<file path="src/rtl/ptc_pkg.sv">
// ----------------------------------------------------------------------------
// Preprocessor token classifier package
// Kind codes, directive word table and field widths shared by the classifier,
// its channel interfaces and its checker.
// ----------------------------------------------------------------------------
package ptc_pkg;

    // Field widths of the channels.
    localparam int TEXT_BYTES  = 7;
    localparam int BYTE_W      = 8;
    localparam int LEN_W       = 16;
    localparam int KIND_W      = 6;

    // Kind codes.
    localparam logic [KIND_W-1:0] K_RAW      = 6'd0;
    localparam logic [KIND_W-1:0] K_WS       = 6'd1;
    localparam logic [KIND_W-1:0] K_CHARLIT  = 6'd2;
    localparam logic [KIND_W-1:0] K_STRLIT   = 6'd3;
    localparam logic [KIND_W-1:0] K_NUMBER   = 6'd4;
    localparam logic [KIND_W-1:0] K_PREPROC  = 6'd5;
    localparam logic [KIND_W-1:0] K_LINECOM  = 6'd6;
    localparam logic [KIND_W-1:0] K_MULTICOM = 6'd7;
    localparam logic [KIND_W-1:0] K_SCOPE    = 6'd8;
    localparam logic [KIND_W-1:0] K_ASSIGN   = 6'd9;
    localparam logic [KIND_W-1:0] K_EQ       = 6'd10;
    localparam logic [KIND_W-1:0] K_NOTEQ    = 6'd11;
    localparam logic [KIND_W-1:0] K_AND      = 6'd12;
    localparam logic [KIND_W-1:0] K_OR       = 6'd13;
    localparam logic [KIND_W-1:0] K_INCR     = 6'd14;
    localparam logic [KIND_W-1:0] K_LSHIFT   = 6'd15;
    localparam logic [KIND_W-1:0] K_LEQ      = 6'd16;
    localparam logic [KIND_W-1:0] K_RSHIFT   = 6'd17;
    localparam logic [KIND_W-1:0] K_GEQ      = 6'd18;
    localparam logic [KIND_W-1:0] K_PTRMEM   = 6'd19;
    localparam logic [KIND_W-1:0] K_ARROW    = 6'd20;
    localparam logic [KIND_W-1:0] K_DECR     = 6'd21;
    localparam logic [KIND_W-1:0] K_ELLIPSIS = 6'd22;
    localparam logic [KIND_W-1:0] K_IDENT    = 6'd23;
    localparam logic [KIND_W-1:0] K_DEFINED  = 6'd36;
    localparam logic [KIND_W-1:0] K_LAST     = K_DEFINED;

    // Directive words. Text is right-justified, so the first character of a
    // word of length n sits at bits [8*n-1 -: 8].
    localparam int NUM_WORDS    = 13;
    localparam int MAX_WORD_LEN = 7;

    localparam logic [8*MAX_WORD_LEN-1:0] WORD_TEXT [NUM_WORDS] = '{
        56'("if"), 56'("elif"), 56'("else"), 56'("line"), 56'("endif"),
        56'("ifdef"), 56'("error"), 56'("undef"), 56'("pragma"),
        56'("ifndef"), 56'("define"), 56'("include"), 56'("defined")
    };

    localparam int WORD_LEN [NUM_WORDS] = '{
        2, 4, 4, 4, 5, 5, 5, 5, 6, 6, 6, 7, 7
    };

    localparam logic [KIND_W-1:0] WORD_KIND [NUM_WORDS] = '{
        6'd24, 6'd25, 6'd26, 6'd27, 6'd28, 6'd29, 6'd30, 6'd31,
        6'd32, 6'd33, 6'd34, 6'd35, K_DEFINED
    };

    // Pipeline depth from input register to output register.
    localparam int PIPE_DEPTH = 3;

endpackage

</file>
<file path="src/rtl/ptc_if.sv">
// ----------------------------------------------------------------------------
// Classifier channel interfaces
// Valid/ready channels for token words in and class words out.
// ----------------------------------------------------------------------------

// Token word channel: seven text bytes from the token start and its length.
interface ptc_tok_if
    import ptc_pkg::*;
();
    logic              valid;
    logic              ready;
    logic [BYTE_W-1:0] text_byte0;
    logic [BYTE_W-1:0] text_byte1;
    logic [BYTE_W-1:0] text_byte2;
    logic [BYTE_W-1:0] text_byte3;
    logic [BYTE_W-1:0] text_byte4;
    logic [BYTE_W-1:0] text_byte5;
    logic [BYTE_W-1:0] text_byte6;
    logic [LEN_W-1:0]  token_length;

    modport source (
        output valid, text_byte0, text_byte1, text_byte2, text_byte3,
               text_byte4, text_byte5, text_byte6, token_length,
        input  ready
    );

    modport sink (
        input  valid, text_byte0, text_byte1, text_byte2, text_byte3,
               text_byte4, text_byte5, text_byte6, token_length,
        output ready
    );
endinterface

// Class word channel: kind code and raw character code.
interface ptc_cls_if
    import ptc_pkg::*;
();
    logic              valid;
    logic              ready;
    logic [KIND_W-1:0] kind_class;
    logic [BYTE_W-1:0] char_code;

    modport source (
        output valid, kind_class, char_code,
        input  ready
    );

    modport sink (
        input  valid, kind_class, char_code,
        output ready
    );
endinterface

</file>
<file path="src/rtl/ptc_word_match.sv">
// ----------------------------------------------------------------------------
// Directive word matcher
// Compares the token's leading bytes and length against every directive word
// in parallel and gives one hit bit per word.
// ----------------------------------------------------------------------------
module ptc_word_match
    import ptc_pkg::*;
(
    input  logic [BYTE_W-1:0]    text [TEXT_BYTES],
    input  logic [LEN_W-1:0]     token_length,
    output logic [NUM_WORDS-1:0] hit
);

    // A word hits when the length is exact and each of its bytes agrees.
    always_comb
    begin
        logic same;
        hit = '0;
        for (int w = 0; w < NUM_WORDS; w++)
        begin
            same = (token_length == LEN_W'(WORD_LEN[w]));
            for (int i = 0; i < MAX_WORD_LEN; i++)
            begin
                if (i < WORD_LEN[w])
                begin
                    same = same &&
                        (text[i] == WORD_TEXT[w][8*(WORD_LEN[w]-1-i) +: 8]);
                end
            end
            hit[w] = same;
        end
    end

endmodule

</file>
<file path="src/rtl/preproc_token_classifier.sv">
// ----------------------------------------------------------------------------
// Preprocessor token classifier
// Gives the kind class of a token from its first seven bytes and its length.
// ----------------------------------------------------------------------------
// Usage:
// Token words arrive on the tok channel (valid/ready): the seven text bytes
// from the token start, zero past the end of the text, and the length.
// One class word per token leaves on the cls channel: kind_class and, for
// raw characters, char_code.
// The block is a three-stage pipeline: byte and length compares, then the
// first-byte dispatch and operator decode, then the final select into the
// output register. One word is accepted per cycle, sustained, while the
// receiver keeps cls.ready high.
// When the receiver stalls, each stage holds its word and the stages behind
// it keep filling; tok.ready falls only once all three stages are full.
// Reset empties the pipeline; payload registers are not cleared.
// ----------------------------------------------------------------------------
module preproc_token_classifier
    import ptc_pkg::*;
(
    input  logic       clk,
    input  logic       rst_n,
    ptc_tok_if.sink    tok,
    ptc_cls_if.source  cls
);

    // Result select of the second stage.
    typedef enum logic [1:0] {
        SEL_FIXED,
        SEL_WORD,
        SEL_OP
    } sel_t;

    // Operator decode on the first byte and up to two followers.
    function automatic logic [KIND_W-1:0] op_kind(
        input logic [BYTE_W-1:0] c0,
        input logic [BYTE_W-1:0] c1,
        input logic [BYTE_W-1:0] c2
    );
        logic [KIND_W-1:0] k;
        k = K_RAW;
        unique case (c0)
            ":":
            begin
                if (c1 == ":") k = K_SCOPE;
            end
            "*", "/", "%", "^":
            begin
                if (c1 == "=") k = K_ASSIGN;
            end
            "=":
            begin
                if (c1 == "=") k = K_EQ;
            end
            "!":
            begin
                if (c1 == "=") k = K_NOTEQ;
            end
            "&":
            begin
                priority if (c1 == "&") k = K_AND;
                else if (c1 == "=")     k = K_ASSIGN;
                else                    k = K_RAW;
            end
            "|":
            begin
                priority if (c1 == "|") k = K_OR;
                else if (c1 == "=")     k = K_ASSIGN;
                else                    k = K_RAW;
            end
            "+":
            begin
                priority if (c1 == "+") k = K_INCR;
                else if (c1 == "=")     k = K_ASSIGN;
                else                    k = K_RAW;
            end
            "<":
            begin
                priority if (c1 == "<") k = (c2 == "=") ? K_ASSIGN : K_LSHIFT;
                else if (c1 == "=")     k = K_LEQ;
                else                    k = K_RAW;
            end
            ">":
            begin
                priority if (c1 == ">") k = (c2 == "=") ? K_ASSIGN : K_RSHIFT;
                else if (c1 == "=")     k = K_GEQ;
                else                    k = K_RAW;
            end
            "-":
            begin
                priority if (c1 == ">") k = (c2 == "*") ? K_PTRMEM : K_ARROW;
                else if (c1 == "-")     k = K_DECR;
                else if (c1 == "=")     k = K_ASSIGN;
                else                    k = K_RAW;
            end
            ".":
            begin
                priority if (c1 == "." && c2 == ".") k = K_ELLIPSIS;
                else if (c1 == "*")                  k = K_PTRMEM;
                else                                 k = K_RAW;
            end
            default:
            begin
                k = K_RAW;
            end
        endcase
        return k;
    endfunction

    // Stage valid bits and per-stage ready.
    logic v1_reg, v2_reg, v3_reg;
    logic rdy1, rdy2, rdy3;

    assign rdy3      = !v3_reg || cls.ready;
    assign rdy2      = !v2_reg || rdy3;
    assign rdy1      = !v1_reg || rdy2;
    assign tok.ready = rdy1;

    always_ff @(posedge clk or negedge rst_n)
    begin
        if (!rst_n)
        begin
            v1_reg <= 1'b0;
            v2_reg <= 1'b0;
            v3_reg <= 1'b0;
        end
        else
        begin
            if (rdy1) v1_reg <= tok.valid;
            if (rdy2) v2_reg <= v1_reg;
            if (rdy3) v3_reg <= v2_reg;
        end
    end

    // Stage one: directive word compares; the three dispatch bytes ride along.
    logic [BYTE_W-1:0]    text [TEXT_BYTES];
    logic [NUM_WORDS-1:0] hit_next;
    logic [NUM_WORDS-1:0] hit_reg;
    logic [BYTE_W-1:0]    c0_reg, c1_reg, c2_reg;

    assign text[0] = tok.text_byte0;
    assign text[1] = tok.text_byte1;
    assign text[2] = tok.text_byte2;
    assign text[3] = tok.text_byte3;
    assign text[4] = tok.text_byte4;
    assign text[5] = tok.text_byte5;
    assign text[6] = tok.text_byte6;

    ptc_word_match u_word_match (
        .text         (text),
        .token_length (tok.token_length),
        .hit          (hit_next)
    );

    always_ff @(posedge clk)
    begin
        if (rdy1 && tok.valid)
        begin
            hit_reg <= hit_next;
            c0_reg  <= tok.text_byte0;
            c1_reg  <= tok.text_byte1;
            c2_reg  <= tok.text_byte2;
        end
    end

    // Stage two: first-byte dispatch, operator decode and word kind.
    sel_t              sel_next, sel_reg;
    logic [KIND_W-1:0] fixed_kind_next, fixed_kind_reg;
    logic              lf_next, lf_reg;
    logic [KIND_W-1:0] word_kind_next, word_kind_reg;
    logic [KIND_W-1:0] op_kind_next, op_kind_reg;
    logic [BYTE_W-1:0] c0_s2_reg;
    logic              is_letter, is_digit, is_ws;

    assign is_letter = (c0_reg >= "a" && c0_reg <= "z") ||
                       (c0_reg >= "A" && c0_reg <= "Z") || (c0_reg == "_");
    assign is_digit  = (c0_reg >= "0" && c0_reg <= "9");
    assign is_ws     = (c0_reg == " ") || (c0_reg == 8'h09) ||
                       (c0_reg == 8'h0B) || (c0_reg == 8'h0C);

    always_comb
    begin
        sel_next        = SEL_FIXED;
        fixed_kind_next = K_RAW;
        lf_next         = 1'b0;
        priority if (c0_reg == 8'h0D || c0_reg == 8'h0A)
        begin
            lf_next = 1'b1;
        end
        else if (c0_reg == "'")
        begin
            fixed_kind_next = K_CHARLIT;
        end
        else if (c0_reg == "\"")
        begin
            fixed_kind_next = K_STRLIT;
        end
        else if (c0_reg == "#")
        begin
            fixed_kind_next = K_PREPROC;
        end
        else if (c0_reg == "/" && c1_reg == "/")
        begin
            fixed_kind_next = K_LINECOM;
        end
        else if (c0_reg == "/" && c1_reg == "*")
        begin
            fixed_kind_next = K_MULTICOM;
        end
        else if (is_ws)
        begin
            fixed_kind_next = K_WS;
        end
        else if (is_letter)
        begin
            sel_next = SEL_WORD;
        end
        else if (is_digit)
        begin
            fixed_kind_next = K_NUMBER;
        end
        else
        begin
            sel_next = SEL_OP;
        end
    end

    // At most one word can hit, since words of equal length differ.
    always_comb
    begin
        word_kind_next = K_IDENT;
        for (int w = 0; w < NUM_WORDS; w++)
        begin
            if (hit_reg[w]) word_kind_next = WORD_KIND[w];
        end
    end

    assign op_kind_next = op_kind(c0_reg, c1_reg, c2_reg);

    always_ff @(posedge clk)
    begin
        if (rdy2 && v1_reg)
        begin
            sel_reg        <= sel_next;
            fixed_kind_reg <= fixed_kind_next;
            lf_reg         <= lf_next;
            word_kind_reg  <= word_kind_next;
            op_kind_reg    <= op_kind_next;
            c0_s2_reg      <= c0_reg;
        end
    end

    // Stage three: final select into the output register.
    logic [KIND_W-1:0] kind_next, kind_reg;
    logic [BYTE_W-1:0] code_next, code_reg;

    always_comb
    begin
        kind_next = K_RAW;
        code_next = '0;
        unique case (sel_reg)
            SEL_FIXED:
            begin
                kind_next = fixed_kind_reg;
                code_next = lf_reg ? 8'h0A : 8'h00;
            end
            SEL_WORD:
            begin
                kind_next = word_kind_reg;
            end
            SEL_OP:
            begin
                kind_next = op_kind_reg;
                code_next = (op_kind_reg == K_RAW) ? c0_s2_reg : 8'h00;
            end
            default:
            begin
                kind_next = K_RAW;
            end
        endcase
    end

    always_ff @(posedge clk)
    begin
        if (rdy3 && v2_reg)
        begin
            kind_reg <= kind_next;
            code_reg <= code_next;
        end
    end

    assign cls.valid      = v3_reg;
    assign cls.kind_class = kind_reg;
    assign cls.char_code  = code_reg;

endmodule

</file>
<file path="src/flat_wrapper.sv">
// flat-port wrapper written by rule: the top's interface ports become plain ports
module preproc_token_classifier_flat import ptc_pkg::*;
  (clk, rst_n, tok_valid, tok_text_byte0, tok_text_byte1, tok_text_byte2, tok_text_byte3, tok_text_byte4, tok_text_byte5, tok_text_byte6, tok_token_length, tok_ready, cls_valid, cls_kind_class, cls_char_code, cls_ready);
  ptc_tok_if tok_i ();
  ptc_cls_if cls_i ();
  input  logic clk;
  input  logic rst_n;
  input wire logic [$bits(tok_i.valid)-1:0] tok_valid;
  input wire logic [$bits(tok_i.text_byte0)-1:0] tok_text_byte0;
  input wire logic [$bits(tok_i.text_byte1)-1:0] tok_text_byte1;
  input wire logic [$bits(tok_i.text_byte2)-1:0] tok_text_byte2;
  input wire logic [$bits(tok_i.text_byte3)-1:0] tok_text_byte3;
  input wire logic [$bits(tok_i.text_byte4)-1:0] tok_text_byte4;
  input wire logic [$bits(tok_i.text_byte5)-1:0] tok_text_byte5;
  input wire logic [$bits(tok_i.text_byte6)-1:0] tok_text_byte6;
  input wire logic [$bits(tok_i.token_length)-1:0] tok_token_length;
  output wire logic [$bits(tok_i.ready)-1:0] tok_ready;
  output wire logic [$bits(cls_i.valid)-1:0] cls_valid;
  output wire logic [$bits(cls_i.kind_class)-1:0] cls_kind_class;
  output wire logic [$bits(cls_i.char_code)-1:0] cls_char_code;
  input wire logic [$bits(cls_i.ready)-1:0] cls_ready;
  assign tok_i.valid = tok_valid;
  assign tok_i.text_byte0 = tok_text_byte0;
  assign tok_i.text_byte1 = tok_text_byte1;
  assign tok_i.text_byte2 = tok_text_byte2;
  assign tok_i.text_byte3 = tok_text_byte3;
  assign tok_i.text_byte4 = tok_text_byte4;
  assign tok_i.text_byte5 = tok_text_byte5;
  assign tok_i.text_byte6 = tok_text_byte6;
  assign tok_i.token_length = tok_token_length;
  assign tok_ready = tok_i.ready;
  assign cls_valid = cls_i.valid;
  assign cls_kind_class = cls_i.kind_class;
  assign cls_char_code = cls_i.char_code;
  assign cls_i.ready = cls_ready;
  preproc_token_classifier u_core (.clk(clk), .rst_n(rst_n), .tok(tok_i), .cls(cls_i));
endmodule
</file>
<file path="config.mk">
export PLATFORM = sky130hd
export DESIGN_NAME = preproc_token_classifier_flat
export DESIGN_NICKNAME = d
export VERILOG_FILES = /design/src/rtl/ptc_pkg.sv /design/src/rtl/ptc_if.sv /design/src/rtl/ptc_word_match.sv /design/src/rtl/preproc_token_classifier.sv /design/src/flat_wrapper.sv
export SDC_FILE = /design/constraint.sdc
export NUM_CORES = 1
export LEC_CHECK = 0
export BUFFER_PORTS_ARGS = -buffer_cell sky130_fd_sc_hd__buf_4
export CORE_MARGIN = 5
export CORE_UTILIZATION = 40
export DETAILED_ROUTE_END_ITERATION = 16
export GPL_TIMING_DRIVEN = 1
export PLACE_DENSITY = 0.63
export RECOVER_POWER = 100
export SLEW_MARGIN = 20
export SYNTH_ARGS = -nofsm -noshare
export SYNTH_HDL_FRONTEND = slang
export SYNTH_SLANG_ARGS = --single-unit
</file>
<file path="constraint.sdc">
create_clock -name clk -period 3.13 [get_ports clk]
set_input_delay 0.313 -clock clk [delete_from_list [all_inputs] [get_ports clk]]
set_output_delay 0.313 -clock clk [all_outputs]
set_load 0.1 [all_outputs]
</file>
==> flow_summary_export.csv, run 1 <==
group,metric,value,unit
status,status,"finished, violations left",
status,violations,"max-capacitance violations, max-slew violations",
detailed_routing,dr.pass1.iters,4,
detailed_routing,drt_iter0_drc,120,
floorplan,die_w,113,um
sta,tightest_slew,1.60,ns
detailed_routing,wl_per_cell,16.2,um
clock_network,clk_latency,0.35,ns
clock_network,cts_max_level,3,
finish,largest_reg_flops,13,
sta,slew-limit-headroom,-6.49,%
run,drv_cap,1,
power_and_ir_drop,p_leak,1.76,nW
synthesis,synth.distinct_cells,60,
finish,drive_gt1_share,17.5,%
clock_network,clkTransAtPathRegs,0.08,ns
synthesis,synth_seq_cells,79,
detailed_routing,viasPerCell,5.62,
critical_path,path_max_fanout,5,
synthesis,ys_async_sr_fraction,3.80,%
sta,post-route-min-period,2.41,ns
finish,final_nets,545,
clock_network,cts_root_buf,"clkbuf_8",
finish,fill_cells,980,
synthesis,ys_seq_area_share,55.5,%
sta,hold_slack,0.167,ns
global_route,grt.total_usage,15.8,%
detailed_routing,drcViolationCount,0,
clock_network,postCtsSetupBuffers,0,
sta,rsz0062_at_grt,"false",
floorplan,ios,92,
detailed_routing,finalWirelength,9900,um
finish,seq_area,2360,sq um
synthesis,synth_area_per_cell,11.4,sq um
clock_network,ctsLongestPathBuffers,2,
floorplan,fp.dieArea,12800,sq um
global_route,grt_pass1_wl,16200,um
floorplan,placementRows,37,
critical_path,startpoint_type,"register",
sta,fmax,415,MHz
finish,stdcell_count,610,
synthesis,synth_edf_count,76,
clock_network,cts_tree,"done",
sta,fin_setup_tns,0,ns
global_route,grt_start_max_net_pins,38,
critical_path,r2r_slack,0.72,ns
synthesis,netlist_area,4250,sq um
detailed_routing,ant_nets,0,
finish,antenna_cells,0,
finish,syn_to_final_growth,21.1,%
global_route,grt_pass1_vias,3476,
sta,setup_viol,0,
sta,drv_slew,38,
placement,preCtsSetupSlack,0.618,ns
floorplan,die_height,113,um
placement,hpwl,7870,um
hold_path,hold_class,"primary input to register",
synthesis,syn_inst,372,
placement,portBuffers,91,
sta,skew,0.0113,ns
placement,gp_congestion,0.908,
sta,finalHoldViolCount,0,
critical_path,worstPathRequired,3.33,ns
clock_network,cts_buffers,9,
synthesis,synth_nets,448,
critical_path,crit_type,"register to register",
sta,setup_ws,0.723,ns
placement,post-place-cells,593,
floorplan,start_util,41.1,%
global_route,grt_overflow,0,
sta,period_share,76.9,%
synthesis,ys.flop_type,"edfxtp_1",
power_and_ir_drop,peakVddDrop,0.215,mV
finish,multi_input_area,1830,sq um
finish,final_cell_mix,"76 x edfxtp_1, 50 x buf_4, 39 x clkbuf_1, 22 x nor2_1, 21 x nand2_1",
critical_path,arrival,2.61,ns
critical_path,critPathCaptureType,"register",
synthesis,yosys_warnings,0,
floorplan,core_area,10300,sq um
finish,mostFrequentLayoutCell,"edfxtp_1",
power_and_ir_drop,p_per_area,483,nW/um^2
global_route,antenna_found_initial,0,
detailed_routing,vias,3428,
clock_network,cts_sinks,79,
[through the flow]
| step | utilization [%] | power, W | cell area [sq um] |
|---|---|---|---|
| after floorplan | - | 0.00161 | 4250 |
| after global placement | 49.3 | 0.00177 | 5090 |
| after detailed placement | 49.3 | 0.00178 | 5090 |
| after CTS | 51.3 | 0.00254 | 5300 |
| after global routing | 49.8 | 0.00260 | 5140 |
| final | 49.8 | 0.00249 | 5140 |
[report_power, final]
group	leakage (nW)	internal, W	switching [W]
logic	0.876	0.000119	0.000280
clock network	0.106	0.000379	0.000383
registers	0.780	0.00126	0.0000622
[critical path, stage by stage, from the launching register on]
cell,delay [ns]
edfxtp_1,0.44
nor4b_1,0.77
and4b_1,0.34
nor4bb_1,0.41
o311ai_0,0.19
nand4_1,0.11
[path summary, 6_finish.rpt]
path / endpoint / start / cells past startpoint
max: u_core.op_kind_reg[3] / u_core.c1_reg[4] / 5
min: u_core.c1_reg[7] / tok_text_byte1[7] / 1
max reg2reg: u_core.op_kind_reg[3] / u_core.c1_reg[4] / 5
min reg2reg: u_core.v2_reg / u_core.v1_reg / 1
max in group asynchronous: u_core.v1_reg / rst_n / 2
min in group asynchronous: u_core.cls.valid / rst_n / 2
[timing repair]
item	4_1_cts	5_1_grt
gates resized for setup	0	0
endpoints found under the hold margin	3	0
hold buffers	1	0
endpoints found under the setup margin	0	0
[cells in the mapped netlist, types with 2 or more instances]
cell	n	area (sq um)
mux2i_1	4	40.0
a21oi_1	10	50.1
nor4bb_1	10	100
nand2b_1	15	93.8
nor4_2	2	25.0
o211ai_1	3	22.5
nor2b_1	14	87.6
clkbuf_1	8	30.0
nand4_1	14	87.6
or2_2	4	25.0
o31ai_1	2	15.0
and3b_1	2	17.5
and4b_1	5	50.1
nand2_1	21	78.8
nor3b_1	8	60.1
o21ai_0	9	45.0
nand4b_1	10	87.6
o21bai_1	2	15.0
and4_1	2	17.5
a211oi_1	2	15.0
a21o_1	2	15.0
o22ai_1	3	18.8
or3b_2	2	17.5
nand3b_1	9	67.6
a22o_1	2	17.5
nor4b_1	4	35.0
and2_1	12	75.1
dfrtp_1	3	75.1
inv_1	4	15.0
and3_1	6	37.5
nor4_1	18	113
or4_1	5	37.5
edfxtp_1	76	2280
or4bb_1	2	22.5
nor2_1	22	82.6
nor3_1	17	85.1
nand3_1	15	75.1
[logic make-up after synthesis]
kind of cell,after synthesis,synth area share (%)
AOI/OAI and AO/OA,44,6.87
muxes,4,0.943
and+or+nand+nor,230,35.1
xor gates and xnor gates,2,0.413
buffers and inverters,13,1.15
DFF,79,55.5
[metal layers]
layer,track usage [%],up-vias,wire length (um),share of wire [%]
met5,0,-,0,0
met4,8.01,0,348,3.5
met3,4.44,33,890,9.0
met2,25.6,154,4550,46
met1,19.2,1556,4110,42
li1,-,1685,-,-
[layout make-up]
| type | instances | area share (%) |
|---|---|---|
| sequential | 79 | 45.8 |
| multi-input combinational | 280 | 35.6 |
| timing repair buffer | 95 | 11.1 |
| tap | 136 | 3.31 |
| clock buffer | 9 | 2.41 |
| clock inverter | 7 | 1.51 |
| inverter | 4 | 0.292 |
(Power assumes the default switching activity.)
==> run 2, diff against run 1 <==
- ABC_AREA: default -> 1
- PLACE_DENSITY: 0.63 -> 0.65
- clock period: 3.13 -> 2.1 ns (I/O delays scaled with it)
==> flow_summary_export.csv, run 2 <==
group,metric,value,unit
global_route,grt_pass1_wl,17500,um
synthesis,ys.flop_type,"edfxtp_1",
finish,antenna_cells,0,
synthesis,yosysMostFrequentCell,"nand2_1",
status,status,"completed",
placement,gp_congestion,0.952,
clock_network,cts_buffers,9,
sta,setup_ws,0.278,ns
synthesis,yosys_warnings,0,
critical_path,startpoint_type,"register",
sta,drv_slew,0,
detailed_routing,dr.pass1.iters,4,
floorplan,start_util,40.5,%
power_and_ir_drop,p_leak,2.23,nW
placement,preCtsSetupSlack,0.382,ns
clock_network,clkTransAtPathRegs,0.09,ns
floorplan,placementRows,38,
critical_path,worstPathRequired,2.22,ns
power_and_ir_drop,peakVddDrop,0.501,mV
sta,tightest_slew,1.17,ns
global_route,antenna_found_initial,0,
sta,skew,0.00826,ns
critical_path,crit_type,"register to register",
synthesis,synth_seq_cells,79,
clock_network,ctsLongestPathBuffers,2,
clock_network,cts_sinks,79,
clock_network,postCtsSetupBuffers,0,
critical_path,path_max_fanout,7,
clock_network,clk_latency,0.35,ns
synthesis,synth_edf_count,76,
synthesis,synth_nets,601,
floorplan,fp.dieArea,13100,sq um
sta,post-route-min-period,1.82,ns
synthesis,ys_seq_area_share,54.0,%
floorplan,die_height,114,um
synthesis,netlist_area,4370,sq um
detailed_routing,finalWirelength,10700,um
sta,finalHoldViolCount,0,
sta,hold_slack,0.0596,ns
synthesis,ys_top_cells_by_count,"110 x nand2_1, 94 x nor2_1, 80 x inv_1",
critical_path,critPathCaptureType,"register",
global_route,grt_start_max_net_pins,38,
power_and_ir_drop,p_per_area,812,nW/um^2
synthesis,ys_async_sr_fraction,3.80,%
clock_network,cts_root_buf,"clkbuf_8",
detailed_routing,drt_iter0_drc,154,
synthesis,yosysTopAreaCell,"edfxtp_1",
synthesis,synth_area_per_cell,8.32,sq um
placement,hpwl,8810,um
finish,syn_to_final_growth,22.3,%
global_route,grt.total_usage,16.9,%
global_route,grt_pass1_vias,3851,
detailed_routing,vias,3866,
detailed_routing,viasPerCell,4.98,
hold_path,hold_class,"primary input to register",
finish,mostFrequentLayoutCell,"nand2_1",
floorplan,ios,92,
synthesis,syn_inst,525,
sta,fin_setup_tns,0,ns
sta,slew-limit-headroom,22.5,%
synthesis,yosys.area.top_type_share,52.3,%
detailed_routing,wl_per_cell,13.7,um
sta,rsz0062_at_grt,"false",
finish,final_nets,707,
placement,portBuffers,91,
clock_network,cts_max_level,3,
clock_network,cts_tree,"done",
finish,final_cell_mix,"110 x nand2_1, 94 x nor2_1, 81 x inv_1, 76 x edfxtp_1, 50 x buf_4",
detailed_routing,drcViolationCount,0,
sta,period_share,86.8,%
critical_path,arrival,1.94,ns
detailed_routing,ant_nets,0,
synthesis,synth.distinct_cells,29,
finish,drive_gt1_share,15.1,%
placement,dpl_cell_area,5310,sq um
finish,largest_reg_flops,13,
synthesis,synth_area_leaders,"edfxtp_1 52%, nand2_1 9.5%, nor2_1 8.1%",
sta,fmax,549,MHz
floorplan,core_area,10800,sq um
sta,setup_viol,0,
finish,fin_area,5340,sq um
run,drv_cap,0,
global_route,grt_overflow,0,
floorplan,die_w,114,um
run 2: cell families (layout without fill, tap and decap cells):
group / after synthesis / in the layout / share of synthesized area [%]
AOI/OAI and AO/OA: 26 / 26 / 3.35
buffers and inverters: 86 / 197 / 7.39
DFF: 79 / 79 / 54.0
and+or+nand+nor: 334 / 334 / 35.3
run 2: path summary, 6_finish.rpt:
kind	start	endpoint	slack (ns)	cells after the start
worst max register to register	u_core.c0_reg[4]	u_core.sel_reg[1]	0.28	10
worst min-delay path	tok_text_byte2[7]	u_core.c2_reg[7]	0.06	1
max in group asynchronous	rst_n	u_core.cls.valid	1.72	2
worst max-delay path	u_core.c0_reg[4]	u_core.sel_reg[1]	0.28	10
min in group asynchronous	rst_n	u_core.cls.valid	0.20	2
worst min register to register	u_core.c0_reg[6]	u_core.c0_s2_reg[6]	0.47	0
run 2: where the power goes:
group          internal, W  total, W  switching (W)
clock network     0.000573   0.00117       0.000592
registers          0.00201   0.00210      0.0000939
logic             0.000205   0.00107       0.000864
run 2: repair_timing:
action                                 CTS  global route
setup endpoints to repair                0             0
hold buffers                             1             0
endpoints found under the hold margin    3             0
gates resized for setup                  0             0
run 2: worst max-delay path: stages, from the launching register on:
cell      delay [ns]
edfxtp_1        0.51
nor2_1          0.17
nand2_2         0.11
inv_1           0.18
nand2_1         0.11
inv_1           0.08
nand4_1         0.15
nand2_1         0.14
nor2_1          0.05
nand2_1         0.06
nor2_1          0.04
run 2: per-stage QoR:
step / power (W) / std cells / util (%)
4_1_cts: 0.00448 / 776 / 51.2
3_5_place_dp: 0.00332 / 759 / 49.2
2_1_floorplan: 0.00295 / 525 / -
6_report: 0.00434 / 776 / 49.5
5_1_grt: 0.00455 / 776 / 49.5
3_3_place_gp: 0.00331 / 759 / 49.2
run 2: per-layer routing:
layer  GRT usage, %  part of all wire, %  routed length [um]  vias up
met4           7.44                  2.8                 302        0
met3           3.70                  6.9                 731       23
li1               -                    -                   -     1975
met1           20.3                   42                4460     1723
met5              0                    0                   0        -
met2           29.1                   48                5160      145
run 2: area by class of cell:
cell class	instances	area, sq um
clock buffers	9	124
clock inverters	7	85.1
fillers	1048	5450
inverters	85	323
multi-input cells	360	1690
flip-flops and latches	79	2360
well taps	140	175
repair buffers	96	578
==> run 3, diff against run 2 <==
- ABC_AREA: 1 -> 0
==> flow_summary_export.csv, run 3 (synthesis results as in run 1) <==
group,metric,value,unit
sta,fmax,500,MHz
power_and_ir_drop,p_per_area,681,nW/um^2
sta,skew,0.0110,ns
sta,drv_slew,0,
power_and_ir_drop,peakVddDrop,0.366,mV
sta,rsz0062_at_grt,"false",
floorplan,fp.dieArea,12800,sq um
placement,portBuffers,91,
sta,finalHoldViolCount,0,
clock_network,cts_max_level,3,
detailed_routing,drt_iter0_drc,102,
hold_path,hold_class,"primary input to register",
global_route,grt.total_usage,17.0,%
critical_path,startpoint_type,"primary input",
floorplan,start_util,41.1,%
detailed_routing,drcViolationCount,0,
sta,fin_setup_tns,0,ns
critical_path,path_max_fanout,2,
finish,mostFrequentLayoutCell,"edfxtp_1",
critical_path,crit_top_cell,"or4_1",
detailed_routing,viasPerCell,5.66,
clock_network,cts_root_buf,"clkbuf_8",
sta,period_share,95.3,%
global_route,antenna_found_initial,0,
sta,setup_viol,0,
sta,post-route-min-period,2.00,ns
placement,dpl_cell_area,5250,sq um
floorplan,ios,92,
clock_network,cts_buffers,9,
floorplan,die_height,113,um
sta,setup_ws,0.0994,ns
placement,gp_congestion,0.955,
floorplan,placementRows,37,
power_and_ir_drop,p_leak,1.83,nW
critical_path,crit_path_cell_trace,"clkbuf_4, nor4_1, nand3_1, or4_1, or4_1, nor4_2",
sta,tightest_slew,1.18,ns
clock_network,cts_tree,"done",
placement,hpwl,8460,um
finish,syn_to_final_growth,25.0,%
detailed_routing,dr.pass1.iters,4,
critical_path,crit_type,"primary input to register",
detailed_routing,wl_per_cell,16.8,um
finish,final_util,51.4,%
finish,largest_reg_flops,13,
finish,antenna_cells,0,
floorplan,die_w,113,um
run,drv_cap,0,
critical_path,slowest_stage,"or4_1",
detailed_routing,vias,3578,
clock_network,clk_latency,0.34,ns
critical_path,critPathCaptureType,"register",
detailed_routing,ant_nets,0,
detailed_routing,finalWirelength,10600,um
clock_network,cts_sinks,79,
global_route,grt_overflow,0,
finish,stdcell_count,632,
finish,drive_gt1_share,22.0,%
critical_path,cpPeakStageDelay,0.58,ns
status,status,"completed",
critical_path,arrival,2.17,ns
floorplan,core_area,10300,sq um
finish,final_nets,567,
finish,fin_area,5310,sq um
global_route,grt_pass1_wl,17400,um
placement,preCtsSetupSlack,-0.284,ns
placement,post-place-cells,612,
finish,final_cell_mix,"76 x edfxtp_1, 62 x buf_4, 43 x clkbuf_1, 22 x nor2_1, 21 x nand2_1",
clock_network,clkTransAtPathRegs,0.08,ns
global_route,grt_start_max_net_pins,38,
finish,fill_cells,976,
critical_path,worstPathRequired,2.27,ns
sta,slew-limit-headroom,21.7,%
clock_network,ctsLongestPathBuffers,2,
global_route,grt_pass1_vias,3643,
[run 3: routing by layer]
metal  share of wire [%]  GRT usage [%]  vias to the layer above
met5                   0              0                        -
li1                    -              -                     1724
met2                  48           29.1                      152
met1                  40           19.6                     1671
met4                 3.9           8.41                        0
met3                 7.9           4.44                       31
[run 3: where the power goes]
part	leakage (nW)	total, W	switching, W	internal (W)
combinational	0.971	0.000652	0.000454	0.000198
sequential	0.780	0.00195	0.0000708	0.00188
clock	0.0827	0.00101	0.000572	0.000439
total	1.83	0.00361	0.00110	0.00251
[run 3: final timing paths]
check,startpoint,endpoint,slack (ns),depth (start not counted)
setup / recovery,tok_token_length[10],u_core.hit_reg[7],0.1,6
hold / removal,tok_valid,u_core.v1_reg,0.06,2
setup reg to reg,u_core.c1_reg[7],u_core.op_kind_reg[3],0.1,6
hold reg to reg,u_core.c0_s2_reg[4],u_core.cls.char_code[4],0.51,1
max in group asynchronous,rst_n,u_core.cls.valid,1.72,2
min in group asynchronous,rst_n,u_core.v2_reg,0.21,2
[run 3: layout make-up]
cell class / instances / area, sq um / share of cell area [%]
clock buffer: 9 / 124 / 2.33
inverter: 4 / 15.0 / 0.283
tap: 136 / 170 / 3.21
clock inverter: 7 / 53.8 / 1.01
sequential: 79 / 2360 / 44.4
timing repair buffer: 117 / 712 / 13.4
multi-input combinational: 280 / 1870 / 35.3
[run 3: through the flow]
step / power, W / hold WS (ns)
2_1_floorplan: 0.00240 / -0.0856
3_3_place_gp: 0.00267 / 0.000311
4_1_cts: 0.00368 / 0.0345
6_report: 0.00361 / 0.0648
5_1_grt: 0.00377 / 0.0494
3_5_place_dp: 0.00268 / 0.00359
[run 3: timing repair]
action                                  4_1_cts  5_1_grt
resized for setup                             0        4
hold buffers                                  1        0
endpoints found under the setup margin        0        6
endpoints found under the hold margin         3        0
buffers inserted                              0        3
[run 3: critical path: cells and delay by family]
kind	cells	cell delay, ns
AND/OR/NAND/NOR	5	1.84
buffers and inverters	1	0.11
